## src/rtl/crt_pkg.sv

```systemverilog
// ----------------------------------------------------------------------------
// crt_pkg
// shared constants, status codes, micro-op codes and control structs
// ----------------------------------------------------------------------------
`default_nettype none

package crt_pkg;

   localparam int CRT_DATA_WIDTH = 64;

   localparam logic [1:0] ST_OK       = 2'd0;
   localparam logic [1:0] ST_BAD_MOD  = 2'd1;
   localparam logic [1:0] ST_NO_SOL   = 2'd2;
   localparam logic [1:0] ST_OVERFLOW = 2'd3;

   typedef enum logic [4:0] {
      OP_LOAD,
      OP_CHK_MOD,
      OP_RED_A,
      OP_RED_B,
      OP_E_INIT,
      OP_E_TEST,
      OP_E_DIV,
      OP_E_MUL,
      OP_D_CHK,
      OP_T_SOL,
      OP_AG,
      OP_LCM,
      OP_T_OVF,
      OP_N,
      OP_K,
      OP_INV,
      OP_MM,
      OP_INC,
      OP_RES,
      OP_FAIL_MOD,
      OP_FAIL_SOL,
      OP_FAIL_OVF
   } crt_op_type;

   typedef struct packed {
      crt_op_type op;
      logic       start;
      logic       wb;
   } crt_cmd_type;

   typedef struct packed {
      logic done;
      logic mod_bad;
      logic y_zero;
      logic no_sol;
      logic ovf;
   } crt_stat_type;

endpackage

`default_nettype wire

```

## src/rtl/crt_ctrl.sv

```systemverilog
// ----------------------------------------------------------------------------
// crt_ctrl
// micro-op sequencer: issues each step, waits on the units, branches on flags
// ----------------------------------------------------------------------------
`default_nettype none

module crt_ctrl (
   input  wire logic                  clock,
   input  wire logic                  reset,
   input  wire logic                  req_valid,
   output logic                       req_stall,
   output logic                       rsp_valid,
   input  wire logic                  rsp_stall,
   output crt_pkg::crt_cmd_type       cmd,
   input  wire crt_pkg::crt_stat_type stat
);
   import crt_pkg::*;

   typedef enum logic [1:0] {S_IDLE, S_ISSUE, S_WAIT, S_OUT} state_type;

   state_type  state_ff;
   crt_op_type op_ff;

   function automatic logic uses_unit(input crt_op_type op);
      case (op)
         OP_RED_A, OP_RED_B, OP_E_DIV, OP_E_MUL, OP_D_CHK, OP_AG,
         OP_LCM, OP_N, OP_K, OP_INV, OP_MM, OP_INC: return 1'b1;
         default: return 1'b0;
      endcase
   endfunction

   function automatic logic is_last(input crt_op_type op);
      case (op)
         OP_RES, OP_FAIL_MOD, OP_FAIL_SOL, OP_FAIL_OVF: return 1'b1;
         default: return 1'b0;
      endcase
   endfunction

   function automatic crt_op_type next_op(input crt_op_type op, input crt_stat_type st);
      case (op)
         OP_CHK_MOD: return st.mod_bad ? OP_FAIL_MOD : OP_RED_A;
         OP_RED_A:   return OP_RED_B;
         OP_RED_B:   return OP_E_INIT;
         OP_E_INIT:  return OP_E_TEST;
         OP_E_TEST:  return st.y_zero ? OP_D_CHK : OP_E_DIV;
         OP_E_DIV:   return OP_E_MUL;
         OP_E_MUL:   return OP_E_TEST;
         OP_D_CHK:   return OP_T_SOL;
         OP_T_SOL:   return st.no_sol ? OP_FAIL_SOL : OP_AG;
         OP_AG:      return OP_LCM;
         OP_LCM:     return OP_T_OVF;
         OP_T_OVF:   return st.ovf ? OP_FAIL_OVF : OP_N;
         OP_N:       return OP_K;
         OP_K:       return OP_INV;
         OP_INV:     return OP_MM;
         OP_MM:      return OP_INC;
         OP_INC:     return OP_RES;
         default:    return OP_CHK_MOD;
      endcase
   endfunction

   always_ff @(posedge clock) begin
      if (reset) begin
         state_ff <= S_IDLE;
         op_ff    <= OP_CHK_MOD;
      end else begin
         case (state_ff)
            S_IDLE: begin
               if (req_valid) begin
                  op_ff    <= OP_CHK_MOD;
                  state_ff <= S_ISSUE;
               end
            end
            S_ISSUE: begin
               if (uses_unit(op_ff)) begin
                  state_ff <= S_WAIT;
               end else if (is_last(op_ff)) begin
                  state_ff <= S_OUT;
               end else begin
                  op_ff <= next_op(op_ff, stat);
               end
            end
            S_WAIT: begin
               if (stat.done) begin
                  op_ff    <= next_op(op_ff, stat);
                  state_ff <= S_ISSUE;
               end
            end
            S_OUT: begin
               if (!rsp_stall) begin
                  state_ff <= S_IDLE;
               end
            end
            default: begin
               state_ff <= S_IDLE;
            end
         endcase
      end
   end

   always_comb begin
      cmd.op    = (state_ff == S_IDLE) ? OP_LOAD : op_ff;
      cmd.start = (state_ff == S_ISSUE) && uses_unit(op_ff);
      cmd.wb    = ((state_ff == S_IDLE) && req_valid) ||
                  ((state_ff == S_ISSUE) && !uses_unit(op_ff)) ||
                  ((state_ff == S_WAIT) && stat.done);
   end

   assign req_stall = state_ff != S_IDLE;
   assign rsp_valid = state_ff == S_OUT;

endmodule

`default_nettype wire

```

## config.mk

```make
export PLATFORM = sky130hd
export DESIGN_NAME = crt_ctrl
export DESIGN_NICKNAME = d
export VERILOG_FILES = /design/src/rtl/crt_pkg.sv /design/src/rtl/crt_ctrl.sv
export SDC_FILE = /design/constraint.sdc
export NUM_CORES = 1
export LEC_CHECK = 0
export BUFFER_PORTS_ARGS = -buffer_cell sky130_fd_sc_hd__buf_4
export CORE_UTILIZATION = 47
export CTS_CLUSTER_DIAMETER = 100
export DETAILED_ROUTE_END_ITERATION = 16
export PLACE_DENSITY = 0.74
export SLEW_MARGIN = 20
export SYNTH_ARGS = -nofsm -noshare
export SYNTH_HDL_FRONTEND = slang
export SYNTH_SLANG_ARGS = --single-unit
```

## constraint.sdc

```tcl
create_clock -name clock -period 2.1 [get_ports clock]
set_input_delay 0.315 -clock clock [delete_from_list [all_inputs] [get_ports clock]]
set_output_delay 0.315 -clock clock [all_outputs]
set_load 0.005 [all_outputs]
```

==> impl_metrics.prom <==
# TYPE chip_impl_metric gauge
chip_impl_info{name="run_status",value="finished, final reports clean"} 1
chip_impl_metric{name="pin_count_of_the_biggest_net_entering_global_routing",unit=""} 13
chip_impl_metric{name="tritoncts.num_buffers",unit=""} 3
chip_impl_metric{name="dpl.hpwl",unit="um"} 1500
chip_impl_info{name="synth_top_cells_by_area",value="dfxtp_1, ha_1, inv_1, nor2b_1, nand2_1"} 1
chip_impl_metric{name="viasPerCell",unit=""} 6.20
chip_impl_metric{name="timing.max_slew.rel_slack",unit="%"} 78.6
chip_impl_metric{name="synth_seq_area_share",unit="%"} 20.9
chip_impl_info{name="type_of_the_worst_min_delay_path",value="input port to flip-flop"} 1
chip_impl_metric{name="fillerInstances",unit=""} 125
chip_impl_info{name="path_cells",value="and3_1 -> a21o_1 -> or4_1 -> mux2_4 -> o32a_1 -> o211ai_2"} 1
chip_impl_metric{name="grt_use_met1",unit="%"} 33.6
chip_impl_metric{name="drtPass1Iterations",unit=""} 7
chip_impl_metric{name="power.static_leakage",unit="uW"} 0.000499
chip_impl_metric{name="p_total",unit="uW"} 842
chip_impl_metric{name="drt-wirelength-per-cell",unit="um"} 14.0
chip_impl_metric{name="grt_pass1_wl",unit="um"} 3460
chip_impl_info{name="dominantRegCellSynth",value="dfxtp_1"} 1
chip_impl_metric{name="cap_viol_max_count",unit=""} 0
chip_impl_metric{name="worst-endpoint-required",unit="ps"} 2270
chip_impl_metric{name="timing.critical_path.fanout_max",unit=""} 9
chip_impl_metric{name="setup_violations",unit=""} 0
chip_impl_metric{name="synth-async-reset-ratio",unit="%"} 0
chip_impl_metric{name="drc",unit=""} 0
chip_impl_info{name="endpoint_kind",value="flip-flop"} 1
chip_impl_info{name="critical_path_s_slowest_cell",value="or4_1"} 1
chip_impl_metric{name="hold_viol",unit=""} 0
chip_impl_metric{name="fin_skew",unit="ps"} 2.83
chip_impl_metric{name="dpl-instance-area",unit="um^2"} 990
chip_impl_metric{name="met3_usage",unit="%"} 4.31
chip_impl_info{name="critPathLaunchType",value="flip-flop"} 1
chip_impl_metric{name="multi_input_area",unit="um^2"} 592
chip_impl_metric{name="dr.first_iter.drc_count",unit=""} 36
chip_impl_metric{name="clkSlewWorstSetupHoldPaths",unit="ps"} 50
chip_impl_metric{name="dpl.cell_count",unit=""} 141
chip_impl_metric{name="finish.net_count",unit=""} 144
chip_impl_metric{name="start_util",unit="%"} 50.7
chip_impl_metric{name="timing.final.crit_share",unit="%"} 96.6
chip_impl_metric{name="floorplan.die_area",unit="um^2"} 1790
chip_impl_info{name="clockRootBuffer",value="clkbuf_4"} 1
chip_impl_metric{name="synth_top_area_share",unit="%"} 20.9
chip_impl_metric{name="clock_sinks",unit=""} 8
chip_impl_metric{name="synthesized_area_per_cell",unit="um^2"} 7.57
chip_impl_metric{name="vias_in_the_first_global_route",unit=""} 813
chip_impl_metric{name="io-pin-count",unit=""} 18
chip_impl_info{name="tritoncts_clock_tree",value="done"} 1
chip_impl_metric{name="post_route_cells_drive_above_1_share",unit="%"} 38.8
chip_impl_metric{name="globalRouteMet2Util",unit="%"} 35.4
chip_impl_metric{name="cts.htree.levels",unit=""} 1
chip_impl_metric{name="irDropWorstVdd",unit="V"} 0.000557
chip_impl_metric{name="max-clock-path-buffers",unit=""} 2
chip_impl_metric{name="number_of_antenna_violations_at_the_first_check_in_global_routing",unit=""} 0
chip_impl_metric{name="final.min_clock_period",unit="ps"} 2030
chip_impl_metric{name="cts.hold.buffers_added",unit=""} 0
chip_impl_metric{name="antenna_left",unit=""} 0
chip_impl_metric{name="die_w",unit="um"} 42.3
chip_impl_metric{name="detailroute.via_count",unit=""} 899
chip_impl_metric{name="die_h",unit="um"} 42.3
chip_impl_metric{name="syn_area",unit="um^2"} 764
chip_impl_metric{name="ys.warnings.count",unit=""} 0
chip_impl_metric{name="synth-seq-cells",unit=""} 8
chip_impl_metric{name="finalWeightedCongestion",unit=""} 0.861
chip_impl_metric{name="worstMarginPinSlew",unit="ps"} 320
chip_impl_metric{name="clkLatencyLatePin",unit="ps"} 240
chip_impl_metric{name="total_count_of_max_transition_violations_in_the_final_report",unit=""} 0
chip_impl_metric{name="synth_edf_count",unit=""} 0
chip_impl_metric{name="maxClockFrequency",unit="MHz"} 493
chip_impl_metric{name="totalWireLength",unit="um"} 2030
chip_impl_metric{name="count_of_port_buffers_added_during_placement",unit=""} 17
chip_impl_info{name="yosys.area.top_type",value="dfxtp_1"} 1
chip_impl_metric{name="p_per_area",unit="nW/um^2"} 783
chip_impl_metric{name="max_stage_delay",unit="ps"} 510
chip_impl_metric{name="seq_area",unit="um^2"} 168
chip_impl_metric{name="global_router_s_overall_resource_usage",unit="%"} 24.6
chip_impl_metric{name="row_count",unit=""} 14
chip_impl_metric{name="synth_cell_types",unit=""} 42
chip_impl_metric{name="synth_nets",unit=""} 114
chip_impl_metric{name="insertedDiodeCount",unit=""} 0
chip_impl_metric{name="final_design_area_no_fill",unit="um^2"} 1080
chip_impl_metric{name="final.hold.worst_slack",unit="ps"} 295
chip_impl_info{name="gr-max-usage-layer",value="met2"} 1
chip_impl_metric{name="synth_cells",unit=""} 101
chip_impl_metric{name="core_area",unit="um^2"} 1510
chip_impl_metric{name="area_delta_synth_final",unit="%"} 40.8
chip_impl_info{name="critical_path_class",value="flip-flop to flip-flop"} 1
chip_impl_metric{name="stdcell_count",unit=""} 145
chip_impl_metric{name="crit_path_arrival_time",unit="ps"} 2200
chip_impl_metric{name="gr-total-overflow",unit=""} 0
[worst max-delay path: cells and delay by family (launching register included)]
family | cells | cell delay, ps
AOI/OAI and AO/OA | 3 | 580
DFF | 1 | 370
muxes | 1 | 300
and+or+nand+nor | 2 | 700
[cell type report]
cell class / instances / share of cell area, %
sequential: 8 / 15.6
timing repair buffer: 31 / 21.6
inverter: 11 / 3.84
multi-input combinational: 76 / 55.0
tap: 16 / 1.86
clock buffer: 3 / 2.09
[power breakdown]
| part | leakage (uW) | switching, uW | internal [uW] |
|---|---|---|---|
| clock network | 0.0000138 | 45.3 | 64.9 |
| logic | 0.000418 | 251 | 259 |
| registers | 0.0000672 | 40.0 | 183 |
[final timing paths]
kind | start | slack (ps) | depth (start not counted) | end
min | reset | 300 | 2 | op_ff[2]
max | op_ff[2] | 70 | 6 | flip-flop
max reg2reg | op_ff[2] | 70 | 6 | flip-flop
min reg2reg | flip-flop | 600 | 2 | state_ff[0]
[cell usage in the layout, fill, tap and decap left out, types with 2 or more instances in the layout]
cell and instances:
nand2b_1 2, inv_1 10, clkbuf_4 3, buf_4 31, nand2_1 7, o2111ai_1 2, o22ai_1 2, a22o_1 2
a21o_1 2, nand4_1 2, nor2b_1 6, nand3_1 2, ha_1 3, dfxtp_2 3, o21ai_0 5, nor2_1 6
dfxtp_1 4, a21oi_1 3, a22oi_1 2, a211oi_1 2
[metal layers]
metal  vias to the layer above  wire length, um
met5                         -                0
met4                         0               21
met3                         6              140
met2                        47              924
met1                       410              938
li1                        436                -
[synthesized netlist by cell type (all sizes together) (2+ instances only)]
library cell and n:
o22ai 2, a21o 2, a21oi 3, nand2 8, buf 3, o32ai 2, and2 2, nor2b 6
a31oi 2, nand2b 2, a211oi 2, inv 11, dfxtp 8, a22o 2, mux2i 2, nand3 2
ha 4, clkbuf 3, nor2 6, o2111ai 2, a22oi 2, o21ai 5, nand4 2
[through the flow]
stage                     setup WS, ps  TNS (ps)  utilization (%)
final                             71.6         0             71.4
after global routing             -3.97     -3.97             71.4
after CTS                         7.91         0             67.2
after detailed placement          35.8         0             65.7
after global placement            65.0         0             65.7
after floorplan                   75.1         0                -
[repair_timing]
item	CTS	global route
setup endpoints to repair	0	2
gates resized for setup	0	16
buffers inserted	0	1
[cells by family (layout without fill, tap and decap cells)]
logic type | after synthesis | count (layout) | share of synthesized area, %
and+or+nand+nor | 36 | 36 | 26.2
AOI/OAI and AO/OA | 32 | 32 | 32.2
buffers and inverters | 17 | 45 | 8.84
DFF | 8 | 8 | 20.9
adders and majority gates | 4 | 4 | 6.55
muxes | 3 | 3 | 4.09
xor gates and xnor gates | 1 | 1 | 1.15
(Power assumes the default switching activity.)
